--- config.mk ---
export PLATFORM = sky130hd
export DESIGN_NAME = strict_utf8_decoder_unit
export DESIGN_NICKNAME = d
export VERILOG_FILES = /design/src/design/suf_pkg.sv /design/src/design/suf_front.sv /design/src/design/suf_fifo.sv /design/src/design/suf_back.sv /design/src/design/strict_utf8_decoder_unit.sv
export VERILOG_INCLUDE_DIRS = /design/src /design/src/design
export SDC_FILE = /design/constraint.sdc
export NUM_CORES = 1
export LEC_CHECK = 0
export BUFFER_PORTS_ARGS = -buffer_cell sky130_fd_sc_hd__buf_2
export CAP_MARGIN = 20
export CORE_MARGIN = 3
export CORE_UTILIZATION = 31
export DETAILED_ROUTE_END_ITERATION = 16
export PLACE_DENSITY = 0.56
export SLEW_MARGIN = 25
export SYNTH_ARGS = -nofsm -noshare
export SYNTH_HDL_FRONTEND = slang
export SYNTH_SLANG_ARGS = --single-unit
--- constraint.sdc ---
create_clock -name clk -period 10.5 [get_ports clk]
set_clock_uncertainty 0.1 [all_clocks]
set_input_delay 2.1 -clock clk [delete_from_list [all_inputs] [get_ports clk]]
set_output_delay 2.1 -clock clk [all_outputs]
set_load 0.1 [all_outputs]
--- src/design/assert_macros.svh ---
// Assertion helpers shared by the design files.
// Each helper samples on the rising edge of clk and is switched off while rst is high.
`ifndef ASSERT_MACROS_SVH
`define ASSERT_MACROS_SVH

// The property must hold at every sampled edge.
`define ASSERT_CLK(lbl, prop, msg) \
  lbl: assert property (@(posedge clk) disable iff (rst) (prop)) else $error(msg);

// The condition must never be true at a sampled edge.
`define ASSERT_NEVER(lbl, cond, msg) \
  lbl: assert property (@(posedge clk) disable iff (rst) !(cond)) else $error(msg);

`endif

--- src/design/suf_pkg.sv ---
package suf_pkg;

  // Longest run of bytes that offsets are meant to count.
  localparam int MAX_BYTES = 65536;
  // Offsets and character indexes saturate at this value.
  localparam logic [15:0] POS_LIMIT =
    ((MAX_BYTES - 1) > 65535) ? 16'hFFFF : 16'(MAX_BYTES - 1);

  // Result kinds.
  localparam logic [1:0] KIND_CP  = 2'd0;
  localparam logic [1:0] KIND_ERR = 2'd1;
  localparam logic [1:0] KIND_END = 2'd2;

  // Queue between the decoding front and the result back.
  localparam int QDEPTH = 4;
  localparam int QPTR_W = $clog2(QDEPTH);
  localparam int QCNT_W = $clog2(QDEPTH + 1);

  // One queue entry holds everything a byte causes: an optional character
  // result and, on the final byte, the end-of-input marker.
  typedef struct packed {
    logic        has_char;
    logic [1:0]  kind;
    logic [20:0] code_point;
    logic [15:0] start_offset;
    logic [15:0] char_position;
    logic        fin;
  } entry_t;

endpackage

--- src/design/suf_front.sv ---
module suf_front (
  input  logic            clk,
  input  logic            rst,
  input  logic            in_valid,
  output logic            in_ready,
  input  logic [7:0]      data_byte,
  input  logic            final_byte,
  input  logic            q_full,
  output logic            push,
  output suf_pkg::entry_t entry
);

  logic [1:0]  pending, pending_next;
  logic [1:0]  seq_len, seq_len_next;
  logic [20:0] partial, partial_next;
  logic        bad, bad_next;
  logic [15:0] byte_count, byte_count_next;
  logic [15:0] char_start, char_start_next;
  logic [15:0] char_count, char_count_next;
  logic        done;
  logic        value_ok;
  logic        accept;

  assign in_ready = !q_full;
  assign accept   = in_valid && in_ready;

  always_comb begin
    pending_next    = pending;
    seq_len_next    = seq_len;
    partial_next    = partial;
    bad_next        = bad;
    char_start_next = char_start;
    char_count_next = char_count;
    if (pending == 2'd0) begin
      if (byte_count != 16'd0 && char_count < suf_pkg::POS_LIMIT) begin
        char_count_next = char_count + 16'd1;
      end
      char_start_next = byte_count;
      bad_next        = 1'b0;
      if (data_byte[7] == 1'b0) begin
        seq_len_next = 2'd0;
        partial_next = {13'd0, data_byte};
      end else if (data_byte[7:5] == 3'b110) begin
        seq_len_next = 2'd1;
        partial_next = {16'd0, data_byte[4:0]};
      end else if (data_byte[7:4] == 4'b1110) begin
        seq_len_next = 2'd2;
        partial_next = {17'd0, data_byte[3:0]};
      end else if (data_byte[7:3] == 5'b11110) begin
        seq_len_next = 2'd3;
        partial_next = {18'd0, data_byte[2:0]};
      end else begin
        // Stray continuation byte or a lead byte of the form 11111xxx.
        seq_len_next = 2'd0;
        partial_next = 21'd0;
        bad_next     = 1'b1;
      end
      pending_next = seq_len_next;
    end else begin
      if (data_byte[7:6] != 2'b10) begin
        bad_next = 1'b1;
      end
      partial_next = {partial[14:0], data_byte[5:0]};
      pending_next = pending - 2'd1;
    end
    done = (pending_next == 2'd0);

    byte_count_next = (byte_count < suf_pkg::POS_LIMIT) ? byte_count + 16'd1 : byte_count;

    unique case (seq_len_next)
      2'd0: value_ok = (partial_next < 21'd128);
      2'd1: value_ok = (partial_next >= 21'd128) && (partial_next <= 21'd2047);
      2'd2: value_ok = (partial_next >= 21'd2048) && (partial_next <= 21'd65535) &&
                       ((partial_next < 21'd55296) || (partial_next > 21'd57343));
      default: value_ok = (partial_next >= 21'd65536) && (partial_next <= 21'd1114111);
    endcase
  end

  always_comb begin
    entry.has_char      = done || final_byte;
    entry.kind          = (done && !bad_next && value_ok) ? suf_pkg::KIND_CP
                                                          : suf_pkg::KIND_ERR;
    entry.code_point    = (done && !bad_next && value_ok) ? partial_next : 21'd0;
    entry.start_offset  = char_start_next;
    entry.char_position = char_count_next;
    entry.fin           = final_byte;
  end

  assign push = accept && (done || final_byte);

  always_ff @(posedge clk) begin
    if (rst || (accept && final_byte)) begin
      pending    <= 2'd0;
      seq_len    <= 2'd0;
      partial    <= 21'd0;
      bad        <= 1'b0;
      byte_count <= 16'd0;
      char_start <= 16'd0;
      char_count <= 16'd0;
    end else if (accept) begin
      pending    <= pending_next;
      seq_len    <= seq_len_next;
      partial    <= partial_next;
      bad        <= bad_next;
      byte_count <= byte_count_next;
      char_start <= char_start_next;
      char_count <= char_count_next;
    end
  end

endmodule

--- src/design/suf_fifo.sv ---
module suf_fifo (
  input  logic            clk,
  input  logic            rst,
  input  logic            push,
  input  suf_pkg::entry_t wr_entry,
  output logic            full,
  input  logic            pop,
  output suf_pkg::entry_t rd_entry,
  output logic            empty
);

  suf_pkg::entry_t               slots [suf_pkg::QDEPTH];
  logic [suf_pkg::QPTR_W-1:0]    wr_ptr;
  logic [suf_pkg::QPTR_W-1:0]    rd_ptr;
  logic [suf_pkg::QCNT_W-1:0]    count;

  assign full     = (count == suf_pkg::QCNT_W'(suf_pkg::QDEPTH));
  assign empty    = (count == '0);
  assign rd_entry = slots[rd_ptr];

  always_ff @(posedge clk) begin
    if (push) begin
      slots[wr_ptr] <= wr_entry;
    end
  end

  always_ff @(posedge clk) begin
    if (rst) begin
      wr_ptr <= '0;
      rd_ptr <= '0;
      count  <= '0;
    end else begin
      if (push) begin
        wr_ptr <= wr_ptr + 1'b1;
      end
      if (pop) begin
        rd_ptr <= rd_ptr + 1'b1;
      end
      if (push && !pop) begin
        count <= count + 1'b1;
      end else if (pop && !push) begin
        count <= count - 1'b1;
      end
    end
  end

endmodule

--- src/design/suf_back.sv ---
module suf_back (
  input  logic            clk,
  input  logic            rst,
  input  suf_pkg::entry_t head,
  input  logic            q_empty,
  output logic            pop,
  output logic            out_valid,
  input  logic            out_ready,
  output logic [1:0]      result_kind,
  output logic [20:0]     code_point,
  output logic [15:0]     start_offset,
  output logic [15:0]     char_position,
  output logic            run_end
);

  // Set while the end marker of an entry whose character went out is still owed.
  logic phase;
  logic load;
  logic emit_end;
  logic last_of_entry;

  assign load          = !out_valid || out_ready;
  assign emit_end      = phase || !head.has_char;
  assign last_of_entry = phase || !(head.has_char && head.fin);
  assign pop           = load && !q_empty && last_of_entry;

  always_ff @(posedge clk) begin
    if (rst) begin
      out_valid <= 1'b0;
      phase     <= 1'b0;
    end else if (load) begin
      out_valid <= !q_empty;
      if (!q_empty) begin
        phase <= !last_of_entry;
      end
    end
  end

  always_ff @(posedge clk) begin
    if (load && !q_empty) begin
      result_kind   <= emit_end ? suf_pkg::KIND_END : head.kind;
      code_point    <= emit_end ? 21'd0 : head.code_point;
      start_offset  <= head.start_offset;
      char_position <= head.char_position;
      run_end       <= emit_end || !head.fin;
    end
  end

endmodule

--- src/design/strict_utf8_decoder_unit.sv ---
// Strict UTF-8 decoder. One byte enters per transfer on the s_ side, with s_tlast marking
// the last byte of the input; results leave on the m_ side as transfers of kind code point,
// decoding error or end of input, each tagged with the byte offset where its character
// began and the character index (both saturate at 65535). A lead byte fixes how many
// following bytes are consumed, whatever they hold; a character yields one result when its
// last byte arrives, and a byte in the middle of a character yields none. Overlong forms,
// surrogates, values above 0x10FFFF, stray continuation bytes and 11111xxx lead bytes are
// errors. On the final byte a cut-short character gives an error and then an end result
// with m_tlast high, after which offsets and indexes restart at zero. The input takes one
// byte per cycle while s_tready is high: the decoding front updates its state once per
// byte and writes at most one entry per byte into a four-entry queue. The result side
// emits one transfer per cycle while m_tready is high, so a final byte, which always
// yields a character or an error before its end result, occupies it for two transfers.
// On its way out a result is written into a queue entry when its byte is taken and then
// moves into the output register once that register is free. With m_tready low the output
// register and then the four queue entries fill, and s_tready drops once the queue is full.
module strict_utf8_decoder_unit (
  input  logic        clk,
  input  logic        rst,
  input  logic        s_tvalid,
  output logic        s_tready,
  input  logic [7:0]  s_tdata,   // [7:0] data_byte
  input  logic        s_tlast,   // final_byte
  output logic        m_tvalid,
  input  logic        m_tready,
  // [1:0] result_kind, [22:2] code_point, [38:23] start_offset,
  // [54:39] char_position, [55] zero
  output logic [55:0] m_tdata,
  output logic        m_tlast    // run_end
);

  `include "assert_macros.svh"

  logic            push;
  logic            pop;
  logic            q_full;
  logic            q_empty;
  suf_pkg::entry_t wr_entry;
  suf_pkg::entry_t head;
  logic [1:0]      result_kind;
  logic [20:0]     code_point;
  logic [15:0]     start_offset;
  logic [15:0]     char_position;

  // Front: tracks the sequence state and classifies every byte.
  suf_front u_front (
    .clk        (clk),
    .rst        (rst),
    .in_valid   (s_tvalid),
    .in_ready   (s_tready),
    .data_byte  (s_tdata),
    .final_byte (s_tlast),
    .q_full     (q_full),
    .push       (push),
    .entry      (wr_entry)
  );

  // Queue that lets input and output stall independently.
  suf_fifo u_fifo (
    .clk      (clk),
    .rst      (rst),
    .push     (push),
    .wr_entry (wr_entry),
    .full     (q_full),
    .pop      (pop),
    .rd_entry (head),
    .empty    (q_empty)
  );

  // Back: turns each entry into one or two result transfers.
  suf_back u_back (
    .clk           (clk),
    .rst           (rst),
    .head          (head),
    .q_empty       (q_empty),
    .pop           (pop),
    .out_valid     (m_tvalid),
    .out_ready     (m_tready),
    .result_kind   (result_kind),
    .code_point    (code_point),
    .start_offset  (start_offset),
    .char_position (char_position),
    .run_end       (m_tlast)
  );

  assign m_tdata = {1'b0, char_position, start_offset, code_point, result_kind};

  // Only a decoded character carries a value.
  `ASSERT_CLK(a_cp_zero_unless_char,
    (m_tvalid && (result_kind != suf_pkg::KIND_CP)) |-> (code_point == 21'd0),
    "code point set on a non-character result")

  // Every end result closes the run.
  `ASSERT_CLK(a_end_has_last,
    (m_tvalid && (result_kind == suf_pkg::KIND_END)) |-> m_tlast,
    "end result without run_end")

  // A decoded value is always a Unicode scalar value.
  `ASSERT_NEVER(a_cp_scalar,
    m_tvalid && (result_kind == suf_pkg::KIND_CP) &&
      (((code_point >= 21'd55296) && (code_point <= 21'd57343)) ||
       (code_point > 21'd1114111)),
    "decoded value is a surrogate or out of range")

endmodule

# --- Word level (Yosys, flattened, before mapping) ---
# Memories as Yosys holds them, arrays and structs flattened. A register that Yosys moved wholly into a read port is not among the register bits.
# Index checks and enable logic that the tools add are counted.
classes:
  magnitude_cmp: 11
  n_eq_ne: 7
  bitwise: 1
  add_sub_neg: 7
  n_reduce_logical: 40
  n_mux: 29
ops:
  columns: ["operator", "n"]
  rows:
  - ["$mux 21", 5]
  - ["$mux 16", 3]
  - ["$add 16x1->16 const B", 2]
  - ["$lt 16x16->1 const B", 2]
  - ["$ge 21x12->1 const B", 1]
  - ["$ge 21x17->1 const B", 1]
  - ["$ge 21x8->1 const B", 1]
  - ["$gt 21x16->1 const B", 1]
  - ["$le 21x11->1 const B", 1]
  - ["$le 21x16->1 const B", 1]
  - ["$le 21x21->1 const B", 1]
  - ["$lt 21x16->1 const B", 1]
  - ["$lt 21x8->1 const B", 1]
  - ["$mux 2", 8]
  - ["$reduce_bool 16->1", 1]
  - ["$logic_and 1x1->1", 15]
  - ["$logic_not 1->1", 10]
  - ["$mux 1", 9]
  - ["$mux 3", 3]
  - ["$logic_or 1x1->1", 7]
  - ["$eq 3x3->1 const B", 2]
  - ["$logic_not 2->1", 3]
  - ["$eq 5x5->1 const B", 1]
  - ["$add 2x1->2 const B", 2]
  - ["other kinds (12)", 13]
totals:
  output_inout_bits: 59
  reg_bits: 133
  input_bits: 13
  mem_count: 1
  elab_cells: 113
  mem_bits_rw: 224
mem_list:
  columns: ["memory", "depth", "width", "rd", "rd_clocked_by_memory_dff", "write_ports", "line_no", "source"]
  rows:
  - ["u_fifo.slots", 4, 56, 1, 1, 1, "suf_fifo.sv:12", "suf_pkg::entry_t slots [suf_pkg::QDEPTH];"]

# --- Longest topological paths before layout ---
# Gate-level depths: netlist of run 1.
logic_depth:
  word_depth: 13
  depth_mapped: 10
  mapped_depth_nobuf: 9

# --- By module ---
# Synthesis of run 1 repeated with hierarchy kept, for this count alone.
unflattened:
  cells_unflattened: 933
  hier_area_um2: 14330.0
by_module_without_submodules:
  columns: ["module", "n_inst", "seq_area_each_um2", "cells_each", "area_per_inst_um2"]
  rows:
  - ["suf_fifo", 1, 7026.7, 341, 8647.0]
  - ["suf_front", 1, 1361.3, 497, 3719.8]
  - ["suf_back", 1, 1721.7, 93, 1951.9]
  - ["strict_utf8_decoder_unit", 1, 0.0, 2, 11.3]

# --- Least setup slack after synthesis of run 1 ---
# Ideal clock, no wire load.
synth_path:
  path_type: "input-to-reg"
  from: "input m_tready"
  to: "register u_fifo.count[2] in the netlist's numbering"
  t_arrival_ps: 6464
  required_time_ps: 10329
  cell_stages: 9
  n_path_buf: 0
  slack_ps: 3865
  setup_time_ps: 71
  cell_sequence: "inv_1 > a21oi_1 > nand2_1 > ha_1 > inv_1 > fa_1 > xor2_1 > or3_1 > a21oi_1"
synth_between:
  elab_chain_len: 6
  word_cells_on_any_way: 8
  cone_classes: "mux (1); reduce/logical (7)"
synth_rtl:
  columns: ["item", "line_no", "source"]
  rows:
  - ["from (decl)", "strict_utf8_decoder_unit.sv:25", "input logic m_tready,"]
  - ["$logic_or 1x1->1 *", "suf_back.sv:22", "assign load = !out_valid || out_ready;"]
  - ["$logic_and 1x1->1 * (2 in a row)", "suf_back.sv:25", "assign pop = load && !q_empty && last_of_entry;"]
  - ["$logic_not 1->1", "suf_fifo.sv:39", "if (push && !pop) begin"]
  - ["$logic_and 1x1->1", "suf_fifo.sv:39", null]
  - ["$mux 3 / $reduce_bool 2->1 (equally long branches)", null, null]
  - ["to (signal assigned)", "suf_fifo.sv:40", "count <= count + 1'b1;"]
  - ["to (signal assigned)", "suf_fifo.sv:42", "count <= count - 1'b1;"]
  - ["to (decl)", "suf_fifo.sv:15", "logic [suf_pkg::QCNT_W-1:0] count;"]
# Mark *: on every way between the ends. The rest lies on a longest branch, timed or not.
# A chain may end at the register's enable or synchronous reset.

# --- Worst setup path in the final report of run 1 ---
layout_path:
  from: "input s_tdata[5]"
  to: "memory u_fifo.slots[2][43] in the netlist's numbering, enable pin"
layout_between:
  elab_chain_len: 11
  word_cells_on_any_way: 13
  cone_classes: "eq/ne (3); mux (7); reduce/logical (3)"
layout_rtl:
  columns: ["item", "line_no", "source"]
  rows:
  - ["from (decl)", "strict_utf8_decoder_unit.sv:22", "input logic [7:0] s_tdata,"]
  - ["$eq 5x5->1", "suf_front.sv:49", "end else if (data_byte[7:3] == 5'b11110) begin"]
  - ["$mux 2", "suf_front.sv:49", null]
  - ["$mux 2", "suf_front.sv:46", "end else if (data_byte[7:4] == 4'b1110) begin"]
  - ["$mux 2 *", "suf_front.sv:43", "end else if (data_byte[7:5] == 3'b110) begin"]
  - ["$mux 2 *", "suf_front.sv:40", "if (data_byte[7] == 1'b0) begin"]
  - ["$mux 2 *", "suf_front.sv:34", "if (pending == 2'd0) begin"]
  - ["$logic_not 2->1 *", "suf_front.sv:66", "done = (pending_next == 2'd0);"]
  - ["$logic_or 1x1->1 *", "suf_front.sv:89", "assign push = accept && (done || final_byte);"]
  - ["$logic_and 1x1->1 *", "suf_front.sv:89", null]
  - ["net push", "strict_utf8_decoder_unit.sv:34", "logic push;"]
  - ["$mux 1 *", "suf_fifo.sv:22", "if (push) begin"]
  - ["$mux 1 (not written as such) *", "suf_fifo.sv:23", "slots[wr_ptr] <= wr_entry;"]
  - ["to (decl)", "suf_fifo.sv:12", null]
# Mark *: on every way through the listed nets, which the timed path passes. The rest lies on a longest branch.

==> flow_metrics.tcl, run 1 <==
set metrics [dict create \
    run_status "complete, no violations" \
    timing.critical_path.to "u_fifo.slots[2][43]" \
    crit-reg2reg-capture "u_fifo.count[2]" \
    coreArea_mm2 0.0447 \
    grt_first_pass_wirelength_um 47100 \
    total_power_mw 4.74 \
    die-area_mm2 0.0483 \
    cp_slowest_stage_delay_ns 0.63 \
    drv_cap 0 \
    maximum_number_of_pins_on_one_net_before_global_route_repair 61 \
    numClockSinks 359 \
    initial_core_util 0.317 \
    synth_enable_flop_cells 280 \
    synth_top_area_share 0.593 \
    global_route.usage.met2 0.202 \
    post_synth_instance_area_mm2 0.0142 \
    die_width_um 220 \
    drive_gt1_frac 0.201 \
    synth_top_flop_cell "sky130_fd_sc_hd__edfxtp_1" \
    tightestPinTransition_ns 1.01 \
    timing.final.ws_setup_ns 6.12 \
    post_cts_hold_buffer_count 0 \
    clk_pin_slew_worst_paths_ns 0.06 \
    totalWireLength_um 30000 \
    cts_inserted_buffers 37 \
    antenna_found_initial 1 \
    most_common_library_cell_in_the_layout_ignoring_fill_and_taps "sky130_fd_sc_hd__edfxtp_1" \
    r2r_cells 10 \
    num-fill-cells 4267 \
    hold-path-cell-count 2 \
    tritoncts "done" \
    report.final.setup_viol 0 \
    gr-usage-all-layers 0.126 \
    timing.critical_path.to_type "flop" \
    netlist.top_cell.by_area "sky130_fd_sc_hd__edfxtp_1" \
    hold_path_class "flop to flop" \
    cts_root_buffer "sky130_fd_sc_hd__clkbuf_16" \
    busiest_layer_in_global_routing "met2" \
    leakage_power_of_the_design_nw 5.58 \
    synth_warnings 0 \
    drtAntennaViolNets 0 \
    routed_wire_length_per_instance_um 18.3 \
    r2r_slack_ns 7.02 \
    gp_congestion 0.783 \
    rsz0062_at_grt "false" \
    drt_iter0_markers 653 \
    setup.worst_path.class "primary input to flop" \
    synth_cell_type_count 52 \
    ys_ff_latch 359 \
    tns_ns 0 \
    layout.area.seq_mm2 0.00999 \
    antenna_diode_instance_count 0 \
    max_freq_ghz 0.228 \
    postSynth.asyncResetShare 0 \
    groute.layer.met1.usage 0.174 \
    critPathRequiredTime_ns 10.56 \
    seq_area_frac_synth 0.705 \
    largest_cells_by_area_after_synthesis "sky130_fd_sc_hd__edfxtp_1, sky130_fd_sc_hd__dfxtp_1, sky130_fd_sc_hd__mux4_2" \
    dp_slack_ns 5.52 \
    clkLatencyLatePin_ns 0.53 \
    max_slew_margin 0.325 \
    syn_avg_cell_area_um2 15.0 \
    gr-total-overflow 0 \
    groute.layer.met3.usage 0.0265 \
    route.detailed.drc 0 \
    multi_input_comb_area_mm2 0.00396 \
    final.period_utilization 0.417 \
    crit_fanout 37 \
    nets 1036 \
    peakVddDrop_uv 238 \
    row_count 77 \
    port_buffers 70 \
    cp-startpoint "s_tdata[5]" \
    timing.critical_path.from_type "primary input" \
    slowest_stage_cell_crit_path "sky130_fd_sc_hd__and2_2" \
    hold_viol_final 0 \
    grt_pass1_vias 8098 \
    synth_fp_nets 967 \
    io_pins 72 \
    arrival_ns 4.44 \
    via_count 8027 \
    postCtsResizedCells 0 \
    synth_cells 945 \
    vias_per_cell 4.91 \
    worstPathCellList "buf_2 -> nand3_1 -> a41o_1 -> a21oi_1 -> and2_2 -> buf_4" \
    clock_path_buffers 3 \
    detail_route.first_pass.iterations 5 \
    power.density_cell_area_mw_per_mm2 289 \
    hold_start "u_front.char_start[7]" \
    final-max-slew-violation-count 0 \
    layout_common_cells "sky130_fd_sc_hd__edfxtp_1, sky130_fd_sc_hd__nand2_1, sky130_fd_sc_hd__dfxtp_1" \
    cts-htree-levels 2 \
    post-cts-setup-buffer-count 0 \
    place_hpwl_um 17900 \
    die_y_um 220 \
    areaGrowthSynthToFinish_pct 15.7 \
    finalCriticalPeriod_ns 4.38 \
]
-- registers in the layout, summed over array words and instances, names as in the netlist, 2 cells and up, named ones only --
name                  flops
u_back.char_position     16
u_front.pending           2
u_fifo.rd_ptr             2
u_front.char_start       16
u_front.seq_len           2
u_back.code_point        21
u_back.result_kind        2
u_fifo.slots            224
u_fifo.count              3
u_back.start_offset      16
u_front.byte_count       16
u_front.char_count       16
u_fifo.wr_ptr             2
u_front.partial          15
-- critical path, delay by kind of cell --
family	cells	cell delay [ns]
buffers and inverters	2	0.74
and+or+nand+nor	2	0.75
AOI/OAI and AO/OA	2	0.82
-- worst min path at each step --
stage,slack (ns),to
after CTS,0.36,u_front.char_start[8]
after detailed placement,0.35,u_front.char_start[8]
after global placement,0.34,u_front.char_start[12]
after floorplan,0.33,u_front.partial[13]
final,0.35,u_front.char_start[7]
after global routing,0.38,u_front.char_start[0]
-- report_power, final --
part	total (mW)	internal [mW]	switching, mW
Clock	1.34	0.802	0.542
Combinational	1.52	0.287	1.23
Sequential	1.88	1.80	0.0762
Total	4.74	2.89	1.85
-- kinds of logic after synthesis --
group,share of synthesized area
DFF,0.705
xor gates and xnor gates,0.0216
AOI/OAI and AO/OA,0.0421
adders and majority gates,0.00847
and+or+nand+nor,0.113
buffers and inverters,0.0181
muxes,0.0919
other,0.000265
-- synthesized netlist by cell type, types with 2 or more instances --
| cell | instances |
|---|---|
| sky130_fd_sc_hd__nor2b_1 | 24 |
| sky130_fd_sc_hd__o211ai_1 | 2 |
| sky130_fd_sc_hd__a31oi_1 | 2 |
| sky130_fd_sc_hd__nand3b_1 | 2 |
| sky130_fd_sc_hd__or4_1 | 11 |
| sky130_fd_sc_hd__a21oi_1 | 63 |
| sky130_fd_sc_hd__or3_1 | 10 |
| sky130_fd_sc_hd__buf_2 | 16 |
| sky130_fd_sc_hd__and2_1 | 26 |
| sky130_fd_sc_hd__o21ai_0 | 16 |
| sky130_fd_sc_hd__xnor2_1 | 17 |
| sky130_fd_sc_hd__nor4_1 | 11 |
| sky130_fd_sc_hd__nand2b_1 | 2 |
| sky130_fd_sc_hd__clkbuf_1 | 27 |
| sky130_fd_sc_hd__o31ai_1 | 9 |
| sky130_fd_sc_hd__xor2_1 | 18 |
| sky130_fd_sc_hd__a211oi_1 | 3 |
| sky130_fd_sc_hd__nand2_1 | 115 |
| sky130_fd_sc_hd__nor3b_1 | 3 |
| sky130_fd_sc_hd__inv_1 | 11 |
| sky130_fd_sc_hd__ha_1 | 8 |
| sky130_fd_sc_hd__and4_1 | 3 |
| sky130_fd_sc_hd__nand3_1 | 31 |
| sky130_fd_sc_hd__and3_1 | 3 |
| sky130_fd_sc_hd__nor4b_1 | 2 |
| sky130_fd_sc_hd__or2_2 | 2 |
| sky130_fd_sc_hd__dfxtp_1 | 79 |
| sky130_fd_sc_hd__mux4_2 | 56 |
| sky130_fd_sc_hd__nand4_1 | 11 |
| sky130_fd_sc_hd__nor3_1 | 17 |
| sky130_fd_sc_hd__nor2_1 | 37 |
| sky130_fd_sc_hd__edfxtp_1 | 280 |
| sky130_fd_sc_hd__buf_1 | 7 |
| sky130_fd_sc_hd__mux2i_1 | 3 |
-- layout make-up --
cell class / count / area share
Multi-Input combinational cell: 524 / 0.241
Tap cell: 592 / 0.0452
Inverter: 11 / 0.00252
Timing Repair Buffer: 81 / 0.0264
Clock inverter: 21 / 0.0166
Sequential cell: 359 / 0.610
Clock buffer: 46 / 0.0585
-- layer usage --
layer	vias up	share of wire
met4	2	0.021
met2	192	0.46
li1	3722	-
met5	-	0.00030
met3	49	0.056
met1	4062	0.46
-- metrics by stage --
step                      hold slack, ns  instance area, um^2  instances   util
after global placement             0.342                15200       1567  0.339
after detailed placement           0.347                15200       1567  0.339
after floorplan                    0.335                14200        945      -
final                              0.353                16400       1634  0.367
after CTS                          0.356                16400       1634  0.367
after global routing               0.375                16400       1634  0.367
Note: power is estimated with default switching activity, not from simulation.
==> run 2, diff against run 1 <==
--- a/config.mk
+++ b/config.mk
@@ -11,7 +11,7 @@
 export CORE_MARGIN = 3
 export CORE_UTILIZATION = 31
 export DETAILED_ROUTE_END_ITERATION = 16
-export PLACE_DENSITY = 0.56
+export PLACE_DENSITY = 0.58
 export SLEW_MARGIN = 25
 export SYNTH_ARGS = -nofsm -noshare
 export SYNTH_HDL_FRONTEND = slang
==> constraint.sdc (replaced) <==
create_clock -name clk -period 3.6 [get_ports clk]
set_clock_uncertainty 0.1 [all_clocks]
set_input_delay 0.72 -clock clk [delete_from_list [all_inputs] [get_ports clk]]
set_output_delay 0.72 -clock clk [all_outputs]
set_load 0.1 [all_outputs]
==> run 2 against run 1 <==
Non-clock buffer count up 10. Final area up 1.1%. Critical path type is now flop to flop. Total power rose to 2.9 times the previous value. Largest power group unchanged. Largest cell class unchanged.
==> flow_metrics.tcl, run 2 (synthesis gave the netlist of run 1 again) <==
set metrics [dict create \
    run_status "complete, no violations" \
    total_power_mw 13.9 \
    multi_input_comb_area_mm2 0.00395 \
    numClockSinks 359 \
    largest-register "u_fifo.slots" \
    initial_core_util 0.317 \
    port_buffers 70 \
    die_width_um 220 \
    crit_fanout 22 \
    post-cts-setup-buffer-count 0 \
    vias_per_cell 4.85 \
    num-fill-cells 4210 \
    drive_gt1_frac 0.206 \
    finalCriticalPeriod_ns 2.94 \
    critPathRequiredTime_ns 3.78 \
    timing.critical_path.to_type "flop" \
    antenna_diode_instance_count 0 \
    gp_congestion 0.812 \
    hold_path_class "flop to flop" \
    cts_inserted_buffers 39 \
    met3_length_um 1490 \
    areaGrowthSynthToFinish_pct 16.9 \
    gr-total-overflow 0 \
    nets 1048 \
    die-area_mm2 0.0483 \
    coreArea_mm2 0.0447 \
    reg_top3 "u_fifo.slots (224), u_back.code_point (21)" \
    arrival_ns 3.12 \
    clk_pin_slew_worst_paths_ns 0.06 \
    clkLatencyLatePin_ns 0.53 \
    detail_route.first_pass.iterations 5 \
    route.detailed.drc 0 \
    cts-htree-levels 2 \
    r2r_slack_ns 0.66 \
    antenna_found_initial 0 \
    layout_common_cells "sky130_fd_sc_hd__edfxtp_1, sky130_fd_sc_hd__nand2_1, sky130_fd_sc_hd__dfxtp_1" \
    top_layer "met4" \
    postCtsResizedCells 0 \
    timing.critical_path.from_type "flop" \
    report.final.setup_viol 0 \
    max_slew_margin 0.442 \
    drtAntennaViolNets 0 \
    maximum_number_of_pins_on_one_net_before_global_route_repair 60 \
    leakage_power_of_the_design_nw 5.68 \
    via_count 7994 \
    most_common_library_cell_in_the_layout_ignoring_fill_and_taps "sky130_fd_sc_hd__edfxtp_1" \
    setup.worst_path.class "flop to flop" \
    grt_first_pass_wirelength_um 46600 \
    row_count 77 \
    final.period_utilization 0.818 \
    io_pins 72 \
    cts_root_buffer "sky130_fd_sc_hd__clkbuf_16" \
    tns_ns 0 \
    grt_pass1_vias 8127 \
    post_cts_hold_buffer_count 0 \
    power.density_cell_area_mw_per_mm2 839 \
    wirelength_met1_um 13200 \
    largest_register_ffs 224 \
    gr-usage-all-layers 0.123 \
    drv_cap 0 \
    die_y_um 220 \
    totalWireLength_um 29500 \
    tritoncts "done" \
    met2_wirelength_um 14200 \
    peakVddDrop_uv 751 \
    drt_iter0_markers 565 \
    tightestPinTransition_ns 0.836 \
    place_hpwl_um 17600 \
    layout.area.seq_mm2 0.00999 \
    clock_path_buffers 3 \
    final-max-slew-violation-count 0 \
    rsz0062_at_grt "false" \
    hold_viol_final 0 \
    routed_wire_length_per_instance_um 17.9 \
    max_freq_ghz 0.340 \
]
run 2: changes by cell type in the layout (fill, tap and decap cells not counted), moves of 3 or more:
cell,previous run,this run
sky130_fd_sc_hd__clkbuf_16,37,41
sky130_fd_sc_hd__bufinv_16,6,3
sky130_fd_sc_hd__clkbuf_8,0,6
sky130_fd_sc_hd__buf_4,11,16
sky130_fd_sc_hd__buf_12,0,5
sky130_fd_sc_hd__clkinvlp_4,4,0
run 2: path summary, 6_finish.rpt:
path,start,to,depth (start not counted)
max,u_front.char_count[0],u_fifo.slots[2][11],7
min,u_front.char_start[8],u_front.char_start[8],2
max reg2reg,u_front.char_count[0],u_fifo.slots[2][11],7
min reg2reg,u_front.char_start[8],u_front.char_start[8],2
run 2: area by class of cell:
type,instances,share of cell area
Inverter,11,0.00249
Clock inverter,14,0.00830
Sequential cell,359,0.603
Multi-Input combinational cell,524,0.238
Timing Repair Buffer,91,0.0344
Clock buffer,56,0.0689
Tap cell,592,0.0447
run 2: stage by stage:
stage	setup WS [ns]	hold WS, ns	cells	util	instance area [um^2]
after CTS	0.691	0.355	1647	0.371	16600
after floorplan	0.176	0.335	945	-	14200
after detailed placement	0.332	0.347	1577	0.342	15300
after global placement	0.373	0.342	1577	0.342	15300
final	0.657	0.351	1647	0.371	16600
after global routing	0.464	0.372	1647	0.371	16600
run 2: worst max-delay path: stages (launching register included):
cell and delay [ns]:
sky130_fd_sc_hd__dfxtp_1 0.42, sky130_fd_sc_hd__ha_1 0.27, sky130_fd_sc_hd__and3_1 0.30, sky130_fd_sc_hd__nand3_4 0.12
sky130_fd_sc_hd__o31ai_4 0.75, sky130_fd_sc_hd__buf_4 0.30, sky130_fd_sc_hd__nor3_1 0.07, sky130_fd_sc_hd__xor2_1 0.36
run 2: routing by layer:
metal / vias up / track usage
met2: 189 / 0.204
met3: 51 / 0.0222
met5: - / 0
met1: 4016 / 0.168
li1: 3738 / -
met4: 0 / 0.0328
run 2: where the power goes:
| group | leakage (nW) | total [mW] | internal (mW) | switching, mW |
|---|---|---|---|---|
| Sequential | 3.43 | 5.48 | 5.25 | 0.225 |
| Clock | 0.630 | 3.95 | 2.41 | 1.54 |
| Combinational | 1.63 | 4.48 | 0.878 | 3.61 |
